**src/sjf_pkg.sv**
```systemverilog
// Shared constants, codes and types of the shortest-job-first scheduler.
package sjf_pkg;

    localparam int NUM_SLOTS = 8;
    localparam int SLOT_W    = (NUM_SLOTS > 1) ? $clog2(NUM_SLOTS) : 1;
    localparam int CNT_W     = $clog2(NUM_SLOTS + 1);
    localparam int IN_W      = 32;
    localparam int OUT_W     = 24;

    localparam logic [1:0] ST_EMPTY   = 2'd0;
    localparam logic [1:0] ST_READY   = 2'd1;
    localparam logic [1:0] ST_BLOCKED = 2'd2;
    localparam logic [1:0] ST_RUNNING = 2'd3;

    localparam logic CMD_LOAD = 1'b0;
    localparam logic CMD_TICK = 1'b1;

    typedef struct packed {
        logic capture;
        logic blk_step;
        logic scan_step;
        logic run_step;
        logic out_load;
    } t_cmd;

    typedef struct packed {
        logic scan_last;
        logic out_free;
        logic is_tick;
    } t_sts;

    function automatic logic [3:0] f_sat(input logic [CNT_W-1:0] cnt);
        logic [31:0] wide;
        wide  = 32'(cnt);
        f_sat = (wide > 32'd15) ? 4'd15 : wide[3:0];
    endfunction

endpackage

```
**src/sjf_ctrl.sv**
```systemverilog
// Sequencer of the scheduler: block check, slot scan, run step on ticks, result load.
module sjf_ctrl
    import sjf_pkg::*;
(
    input  logic i_clk,
    input  logic i_rst_n,
    input  logic i_s_axis_tvalid,
    output logic o_s_axis_tready,
    input  t_sts i_sts,
    output t_cmd o_cmd
);

    localparam logic [2:0] S_IDLE  = 3'd0;
    localparam logic [2:0] S_BLOCK = 3'd1;
    localparam logic [2:0] S_SCAN  = 3'd2;
    localparam logic [2:0] S_RUN   = 3'd3;
    localparam logic [2:0] S_OUT   = 3'd4;

    logic [2:0] r_state;
    logic [2:0] n_state;

    always_comb begin
        n_state = r_state;
        o_cmd   = '0;
        case (r_state)
            S_IDLE: begin
                if (i_s_axis_tvalid) begin
                    o_cmd.capture = 1'b1;
                    n_state       = S_BLOCK;
                end
            end
            S_BLOCK: begin
                o_cmd.blk_step = 1'b1;
                n_state        = S_SCAN;
            end
            S_SCAN: begin
                o_cmd.scan_step = 1'b1;
                if (i_sts.scan_last) begin
                    n_state = i_sts.is_tick ? S_RUN : S_OUT;
                end
            end
            S_RUN: begin
                o_cmd.run_step = 1'b1;
                n_state        = S_OUT;
            end
            S_OUT: begin
                if (i_sts.out_free) begin
                    o_cmd.out_load = 1'b1;
                    n_state        = S_IDLE;
                end
            end
            default: begin
                n_state = S_IDLE;
            end
        endcase
    end

    always_ff @(posedge i_clk) begin
        if (!i_rst_n) begin
            r_state <= S_IDLE;
        end else begin
            r_state <= n_state;
        end
    end

    assign o_s_axis_tready = (r_state == S_IDLE);

endmodule

```
**src/sjf_dp.sv**
```systemverilog
// Datapath of the scheduler: slot table, run state, scan accumulators, result register.
module sjf_dp
    import sjf_pkg::*;
(
    input  logic             i_clk,
    input  logic             i_rst_n,
    input  t_cmd             i_cmd,
    output t_sts             o_sts,
    input  logic             i_s_axis_tuser,
    input  logic [IN_W-1:0]  i_s_axis_tdata,
    input  logic             i_m_axis_tready,
    output logic             o_m_axis_tvalid,
    output logic [OUT_W-1:0] o_m_axis_tdata
);

    logic [7:0] r_ident  [NUM_SLOTS];
    logic [7:0] r_total  [NUM_SLOTS];
    logic [7:0] r_used   [NUM_SLOTS];
    logic [7:0] r_bpt    [NUM_SLOTS];
    logic [7:0] r_bleft  [NUM_SLOTS];
    logic [1:0] r_status [NUM_SLOTS];

    logic              r_tick, n_tick;
    logic [IN_W-1:0]   r_item, n_item;
    logic              r_run_active, n_run_active;
    logic [SLOT_W-1:0] r_run_slot, n_run_slot;
    logic [SLOT_W-1:0] r_idx, n_idx;
    logic              r_found, n_found;
    logic [SLOT_W-1:0] r_best, n_best;
    logic [7:0]        r_best_total, n_best_total;
    logic [CNT_W-1:0]  r_rdy_cnt, n_rdy_cnt;
    logic [CNT_W-1:0]  r_blk_cnt, n_blk_cnt;
    logic              r_blocked_now, n_blocked_now;
    logic              r_placed, n_placed;
    logic              r_ran_valid, n_ran_valid;
    logic [7:0]        r_ran_id, n_ran_id;
    logic              r_finished, n_finished;
    logic              r_out_valid, n_out_valid;
    logic [OUT_W-1:0]  r_out, n_out;

    logic [SLOT_W-1:0] w_addr;
    logic              w_dispatch;
    logic [1:0]        w_st_rd;
    logic [1:0]        w_new_st;
    logic              w_st_we;
    logic [1:0]        w_st;
    logic              w_used_we;
    logic [7:0]        w_used;
    logic              w_bleft_we;
    logic [7:0]        w_bleft;
    logic              w_load_we;
    logic              w_out_free;
    logic [NUM_SLOTS-1:0] w_running;

    assign w_dispatch = !r_run_active && r_found;
    assign w_out_free = !r_out_valid || i_m_axis_tready;

    always_comb begin
        w_addr = r_run_slot;
        if (i_cmd.scan_step) begin
            w_addr = r_idx;
        end else if (i_cmd.run_step && w_dispatch) begin
            w_addr = r_best;
        end
    end

    assign w_st_rd = r_status[w_addr];

    always_comb begin
        n_tick        = r_tick;
        n_item        = r_item;
        n_run_active  = r_run_active;
        n_run_slot    = r_run_slot;
        n_idx         = r_idx;
        n_found       = r_found;
        n_best        = r_best;
        n_best_total  = r_best_total;
        n_rdy_cnt     = r_rdy_cnt;
        n_blk_cnt     = r_blk_cnt;
        n_blocked_now = r_blocked_now;
        n_placed      = r_placed;
        n_ran_valid   = r_ran_valid;
        n_ran_id      = r_ran_id;
        n_finished    = r_finished;
        n_out_valid   = r_out_valid;
        n_out         = r_out;
        w_new_st      = w_st_rd;
        w_st_we       = 1'b0;
        w_st          = w_st_rd;
        w_used_we     = 1'b0;
        w_used        = r_used[w_addr] + 8'd1;
        w_bleft_we    = 1'b0;
        w_bleft       = r_bleft[w_addr] - 8'd1;
        w_load_we     = 1'b0;

        if (i_cmd.capture) begin
            n_tick        = i_s_axis_tuser;
            n_item        = i_s_axis_tdata;
            n_idx         = '0;
            n_found       = 1'b0;
            n_placed      = 1'b0;
            n_rdy_cnt     = '0;
            n_blk_cnt     = '0;
            n_blocked_now = 1'b0;
            n_ran_valid   = 1'b0;
            n_ran_id      = '0;
            n_finished    = 1'b0;
        end

        if (i_cmd.blk_step && r_tick == CMD_TICK && r_run_active) begin
            if (w_st_rd != ST_RUNNING) begin
                n_run_active = 1'b0;
            end else if (r_used[w_addr] == r_bpt[w_addr]) begin
                w_st_we       = 1'b1;
                w_st          = ST_BLOCKED;
                n_run_active  = 1'b0;
                n_blocked_now = 1'b1;
            end
        end

        if (i_cmd.scan_step) begin
            if (r_tick == CMD_TICK) begin
                if (w_st_rd == ST_BLOCKED) begin
                    if (r_bleft[w_addr] == 8'd0) begin
                        w_new_st = ST_READY;
                        w_st_we  = 1'b1;
                        w_st     = ST_READY;
                    end else begin
                        w_bleft_we = 1'b1;
                    end
                end
                if (!r_run_active && w_new_st == ST_READY &&
                    (!r_found || r_total[w_addr] < r_best_total)) begin
                    n_found      = 1'b1;
                    n_best       = w_addr;
                    n_best_total = r_total[w_addr];
                end
            end else if (w_st_rd == ST_EMPTY && !r_placed) begin
                w_load_we = 1'b1;
                w_new_st  = ST_READY;
                w_st_we   = 1'b1;
                w_st      = ST_READY;
                n_placed  = 1'b1;
            end
            if (w_new_st == ST_READY) begin
                n_rdy_cnt = r_rdy_cnt + CNT_W'(1);
            end
            if (w_new_st == ST_BLOCKED) begin
                n_blk_cnt = r_blk_cnt + CNT_W'(1);
            end
            n_idx = o_sts.scan_last ? '0 : r_idx + SLOT_W'(1);
        end

        if (i_cmd.run_step && (r_run_active || r_found)) begin
            if (w_dispatch) begin
                n_run_slot = r_best;
                n_rdy_cnt  = r_rdy_cnt - CNT_W'(1);
            end
            n_ran_valid = 1'b1;
            n_ran_id    = r_ident[w_addr];
            w_used_we   = 1'b1;
            w_st_we     = 1'b1;
            if (w_used == r_total[w_addr]) begin
                w_st         = ST_EMPTY;
                n_run_active = 1'b0;
                n_finished   = 1'b1;
            end else begin
                w_st         = ST_RUNNING;
                n_run_active = 1'b1;
            end
        end

        if (i_cmd.out_load) begin
            n_out = {4'd0, (r_tick == CMD_LOAD) && !r_placed, f_sat(r_blk_cnt),
                     f_sat(r_rdy_cnt), r_blocked_now, r_finished, r_ran_id, r_ran_valid};
            n_out_valid = 1'b1;
        end else if (r_out_valid && i_m_axis_tready) begin
            n_out_valid = 1'b0;
        end
    end

    always_ff @(posedge i_clk) begin
        if (w_load_we) begin
            r_ident[w_addr] <= r_item[7:0];
            r_total[w_addr] <= r_item[15:8];
            r_used[w_addr]  <= 8'd0;
            r_bpt[w_addr]   <= r_item[23:16];
            r_bleft[w_addr] <= r_item[31:24];
        end
        if (w_used_we) begin
            r_used[w_addr] <= w_used;
        end
        if (w_bleft_we) begin
            r_bleft[w_addr] <= w_bleft;
        end
    end

    always_ff @(posedge i_clk) begin
        if (!i_rst_n) begin
            for (int i = 0; i < NUM_SLOTS; i++) begin
                r_status[i] <= ST_EMPTY;
            end
        end else if (w_st_we) begin
            r_status[w_addr] <= w_st;
        end
    end

    always_ff @(posedge i_clk) begin
        if (!i_rst_n) begin
            r_run_active <= 1'b0;
            r_run_slot   <= '0;
            r_out_valid  <= 1'b0;
        end else begin
            r_run_active <= n_run_active;
            r_run_slot   <= n_run_slot;
            r_out_valid  <= n_out_valid;
        end
    end

    always_ff @(posedge i_clk) begin
        r_tick        <= n_tick;
        r_item        <= n_item;
        r_idx         <= n_idx;
        r_found       <= n_found;
        r_best        <= n_best;
        r_best_total  <= n_best_total;
        r_rdy_cnt     <= n_rdy_cnt;
        r_blk_cnt     <= n_blk_cnt;
        r_blocked_now <= n_blocked_now;
        r_placed      <= n_placed;
        r_ran_valid   <= n_ran_valid;
        r_ran_id      <= n_ran_id;
        r_finished    <= n_finished;
        r_out         <= n_out;
    end

    always_comb begin
        for (int i = 0; i < NUM_SLOTS; i++) begin
            w_running[i] = (r_status[i] == ST_RUNNING);
        end
    end

    assign o_sts.scan_last = (r_idx == SLOT_W'(NUM_SLOTS - 1));
    assign o_sts.out_free  = w_out_free;
    assign o_sts.is_tick   = (r_tick == CMD_TICK);

    assign o_m_axis_tvalid = r_out_valid;
    assign o_m_axis_tdata  = r_out;

    a_one_running: assert property (@(posedge i_clk) disable iff (!i_rst_n)
        $onehot0(w_running))
        else $error("more than one slot running");

    a_run_slot_state: assert property (@(posedge i_clk) disable iff (!i_rst_n)
        r_run_active |-> r_status[r_run_slot] == ST_RUNNING)
        else $error("active run slot not in running state");

    a_out_no_overwrite: assert property (@(posedge i_clk) disable iff (!i_rst_n)
        i_cmd.out_load |-> (!r_out_valid || i_m_axis_tready))
        else $error("result overwritten before taken");

endmodule

```
**src/sjf_process_scheduler_top.sv**
```systemverilog
// Non-preemptive shortest-job-first scheduler with an eight-slot process table.
// Each item is handled on its own: a load goes through block check, slot scan and
// result load before the next item is accepted, and a tick also through a run step;
// the scan walks the slot table at one slot per cycle. The result sits in an
// output register, so the next item is taken while an earlier result still waits.
module sjf_process_scheduler_top
    import sjf_pkg::*;
(
    input  logic             i_clk,
    input  logic             i_rst_n,
    input  logic             i_s_axis_tvalid,
    output logic             o_s_axis_tready,
    // command
    input  logic             i_s_axis_tuser,
    // proc_id[7:0], total_time[15:8], block_after[23:16], block_length[31:24]
    input  logic [IN_W-1:0]  i_s_axis_tdata,
    output logic             o_m_axis_tvalid,
    input  logic             i_m_axis_tready,
    // ran_valid[0], ran_id[8:1], finished[9], blocked_now[10], ready_count[14:11],
    // blocked_count[18:15], load_error[19], zero[23:20]
    output logic [OUT_W-1:0] o_m_axis_tdata
);

    t_cmd w_cmd;
    t_sts w_sts;

    sjf_ctrl u_ctrl (
        .i_clk           (i_clk),
        .i_rst_n         (i_rst_n),
        .i_s_axis_tvalid (i_s_axis_tvalid),
        .o_s_axis_tready (o_s_axis_tready),
        .i_sts           (w_sts),
        .o_cmd           (w_cmd)
    );

    sjf_dp u_dp (
        .i_clk           (i_clk),
        .i_rst_n         (i_rst_n),
        .i_cmd           (w_cmd),
        .o_sts           (w_sts),
        .i_s_axis_tuser  (i_s_axis_tuser),
        .i_s_axis_tdata  (i_s_axis_tdata),
        .i_m_axis_tready (i_m_axis_tready),
        .o_m_axis_tvalid (o_m_axis_tvalid),
        .o_m_axis_tdata  (o_m_axis_tdata)
    );

endmodule
```
**config.mk**
```make
export PLATFORM = sky130hd
export DESIGN_NAME = sjf_process_scheduler_top
export DESIGN_NICKNAME = d
export VERILOG_FILES = /design/src/sjf_pkg.sv /design/src/sjf_ctrl.sv /design/src/sjf_dp.sv /design/src/sjf_process_scheduler_top.sv
export SDC_FILE = /design/constraint.sdc
export NUM_CORES = 1
export LEC_CHECK = 0
export ABC_AREA = 0
export ABC_CLOCK_PERIOD_IN_PS = 5000
export BUFFER_PORTS_ARGS = -buffer_cell sky130_fd_sc_hd__buf_4
export CORE_MARGIN = 3
export CORE_UTILIZATION = 35
export CTS_BUF_LIST = sky130_fd_sc_hd__clkbuf_16
export DETAILED_ROUTE_END_ITERATION = 8
export PLACE_DENSITY = 0.61
export SYNTH_ARGS = -nofsm -noshare
export SYNTH_HDL_FRONTEND = slang
export SYNTH_HIERARCHICAL = 1
export SYNTH_SLANG_ARGS = --single-unit
export TNS_END_PERCENT = 10
```
**constraint.sdc**
```tcl
create_clock -name i_clk -period 5 [get_ports i_clk]
set_input_delay 1 -clock i_clk [delete_from_list [all_inputs] [get_ports i_clk]]
set_output_delay 1 -clock i_clk [all_outputs]
set_load 0.05 [all_outputs]
```
==> impl_metrics.toml <==
[cells_and_area]
instances_no_fill = 2180
nNetsFinal = 1509
nFillCells = 4882
antenna_cells = 0
final_core_util = 0.414
areaGrowthSynthToFinish_pct = 16.6
design_area_sq_mm = 0.0219
drive_gt1_frac = 0.208

[global_route]
grt_max_degree = 52
grt-ovfl-total = 0
antenna_found_initial = 1
grt_usage = 0.185
grt_pass1_wl_mm = 77.9
grt_pass1_vias = 11900

[sta]
period_share = 0.949
period_needed_ns = 4.75
setup_ws_ns = 0.255
slew_headroom = 0.0795
finalSetupTns_ns = 0
max_freq_ghz = 0.211
final_hold_viol_count = 0
setup_viol = 0
grt_setup_unrepaired = "false"
tightestPinTransition_ns = 1.38
slew_viol_final = 0
fin_skew_ns = 0.0307

[die]
start_util = 0.355
core.rowCount = 84
fp.dieArea_sq_mm = 0.0564
die_width_um = 237
core_area_sq_mm = 0.0528
die_h_um = 237
pin_count = 63

[power]
p_per_area_mw_per_mm2 = 372
seq_power_share = 0.502
switching_share = 0.241
p_comb_frac = 0.095
p_leak_nw = 7.42
p_switching_mw = 1.96
p_int_mw = 6.18
peakVddDrop_mv = 0.278
clkPwrFrac = 0.403

[synthesis]
yosys_warnings = 6
synth_compound_area_frac = 0.126
synth_area_sq_mm = 0.0187
synthAdderAreaFrac = 0.00935
yosysSeqAreaShare = 0.681
yosys-top-cells-area = "edfxtp_1 (66%), dfxtp_1 (2.2%), nand2_1 (2.1%), a21oi_1 (1.6%), o21ai_0 (1.6%)"
yosysMostFrequentCell = "edfxtp_1"
synth_edf_count = 411
syn-mean-instance-area_sq_um = 14.0
synthArstFlopShare = 0
ys_seq_elements = 432
yosysTopAreaCell = "edfxtp_1"
synthFlopType = "edfxtp_1"
synth_top_family_by_area = "compound AO/OA/AOI/OAI gates"
synthTopCellsByCount = "edfxtp_1 (411), nand2_1 (104), nor2_1 (69)"
yosys.area_share.simple = 0.110
synth_top_area_frac = 0.659
syn_inst = 1339
ys_types = 99
synth_xor_area_frac = 0.0128
synthMuxAreaShare = 0.0281

[setup_path]
cp_data_arrival_time_ns = 5.00
cp-start-kind = "register"
criticalPathCategory = "register to register"
cp-end-kind = "register"
path_max_fanout = 51
worstPathRequired_ns = 5.25

[clock_network]
cts_hold_buf = 0
tritoncts = "done"
numCtsBuffers = 46
clock_path_buffers = 3
clkTransAtPathRegs_ns = 0.06
clock_latency_ns = 0.60
root_buffer = "clkbuf_16"
cts_sinks = 432
cts-htree-levels = 2

[placement]
gp_congestion = 0.955
dp_cells = 2095
io_buffer_count = 58
dp_hpwl_mm = 35.8
place_area_sq_mm = 0.0204
dp_slack_ns = 0.00818

[worst_hold_path]
hp-class = "register to register"

[detailed_routing]
ant_nets = 0
routed_via_density = 5.65
wirelength_mm = 53.0
wl_per_cell_um = 24.3
first_iter_violations = 1481
first_pass_iters = 6
vias = 12300
drc = 0

[outcome]
status = "finished, final reports clean"

[flow_run]
cap_violations = 0
==> final cells by class <==
type                            instances  area (sq um)  area share
Sequential cell                       432         12800       0.584
Clock buffer                           47          1180      0.0538
Multi-Input combinational cell        786          5410       0.248
Inverter                               41           156     0.00716
Timing Repair Buffer                  151          1210      0.0553
Tap cell                              688           861      0.0394
Clock inverter                         35           278      0.0127
==> sequential cells by signal, summed over array words and instances (netlist names), 3 cells and up <==
signal               count
u_dp/r_idx               3
u_dp/r_bleft            64
u_dp/r_ran_id            8
u_dp/r_total            64
u_dp/r_rdy_cnt           4
u_dp/r_best              3
u_ctrl/r_state           3
u_dp/r_status           16
u_dp/o_m_axis_tdata     20
u_dp/r_blk_cnt           4
u_dp/r_run_slot          3
u_dp/r_bpt              64
u_dp/r_best_total        8
u_dp/r_ident            64
u_dp/r_item             32
u_dp/r_used             64
==> power groups by stage <==
stage / logic (mW) / registers (mW) / clock network [mW]
after floorplan: 0.473 / 4.14 / 0
after global placement: 0.740 / 4.16 / 0
after detailed placement: 0.749 / 4.16 / 0
after CTS: 0.753 / 4.08 / 3.34
after global routing: 0.815 / 4.09 / 3.48
final: 0.770 / 4.08 / 3.28
==> path summary, 6_finish.rpt <==
kind | start | end | slack (ns) | cells after the start
hold / removal | u_dp/r_ran_id[1] | u_dp/o_m_axis_tdata[2] | 0.42 | 0
setup / recovery | u_ctrl/r_state[2] | u_dp/r_status[3][1] | 0.25 | 16
setup reg to reg | u_ctrl/r_state[2] | u_dp/r_status[3][1] | 0.25 | 16
hold reg to reg | u_dp/r_ran_id[1] | u_dp/o_m_axis_tdata[2] | 0.42 | 0
==> cells by family (layout without fill, tap and decap cells) <==
logic type,after synthesis,count (layout)
and+or+nand+nor,374,374
AOI/OAI and AO/OA,321,321
muxes,48,48
adders and majority gates,14,14
xor gates and xnor gates,25,25
buffers and inverters,124,274
other,1,4
DFF,432,432
==> worst max-delay path: stages, from the launching register on <==
cell	delay, ns
dfxtp_1	0.37
nor2_1	0.19
and2_2	0.25
buf_12	0.26
and2_1	0.41
nor2_8	0.14
inv_2	0.38
buf_4	0.28
nor3_1	0.07
a211oi_1	0.42
a21oi_1	0.16
nor4_2	0.30
nand4_1	0.26
buf_4	0.23
o21ai_0	0.18
inv_1	0.16
o21ai_0	0.32
==> cell usage in the layout, fill, tap and decap left out, types with 11 or more instances in the layout <==
cell       instances
a211oi_1          11
a21oi_1           60
a22o_1            11
and2_1            16
and3_1            15
buf_4            145
clkbuf_16         47
dfxtp_1           21
edfxtp_1         411
ha_1              14
inv_1             47
mux2_2            23
mux2i_1           23
nand2_1          104
nand2b_1          11
nand3_1           41
nor2_1            68
nor2_2            17
nor2b_1           13
nor3_1            18
o21ai_0           53
o221ai_1          19
o22ai_1           30
xnor2_1           18
==> metrics by stage <==
stage	hold slack [ns]	power [mW]
2_1_floorplan	0.400	4.61
5_1_grt	0.431	8.39
4_1_cts	0.420	8.17
3_3_place_gp	0.406	4.90
3_5_place_dp	0.406	4.91
6_report	0.422	8.13
==> repair_timing <==
item                       in CTS  in global routing
setup endpoints to repair       1                 56
pin swaps                       1                  1
setup buffers                   0                  3
resized for setup               0                 11
==> metal layers <==
layer	vias to the layer above	wire [um]	GRT usage
met2	606	23700	0.286
li1	5425	-	-
met3	128	4240	0.0314
met5	-	0	0
met1	6153	22900	0.263
met4	0	2140	0.0752
(Power assumes the default switching activity.)
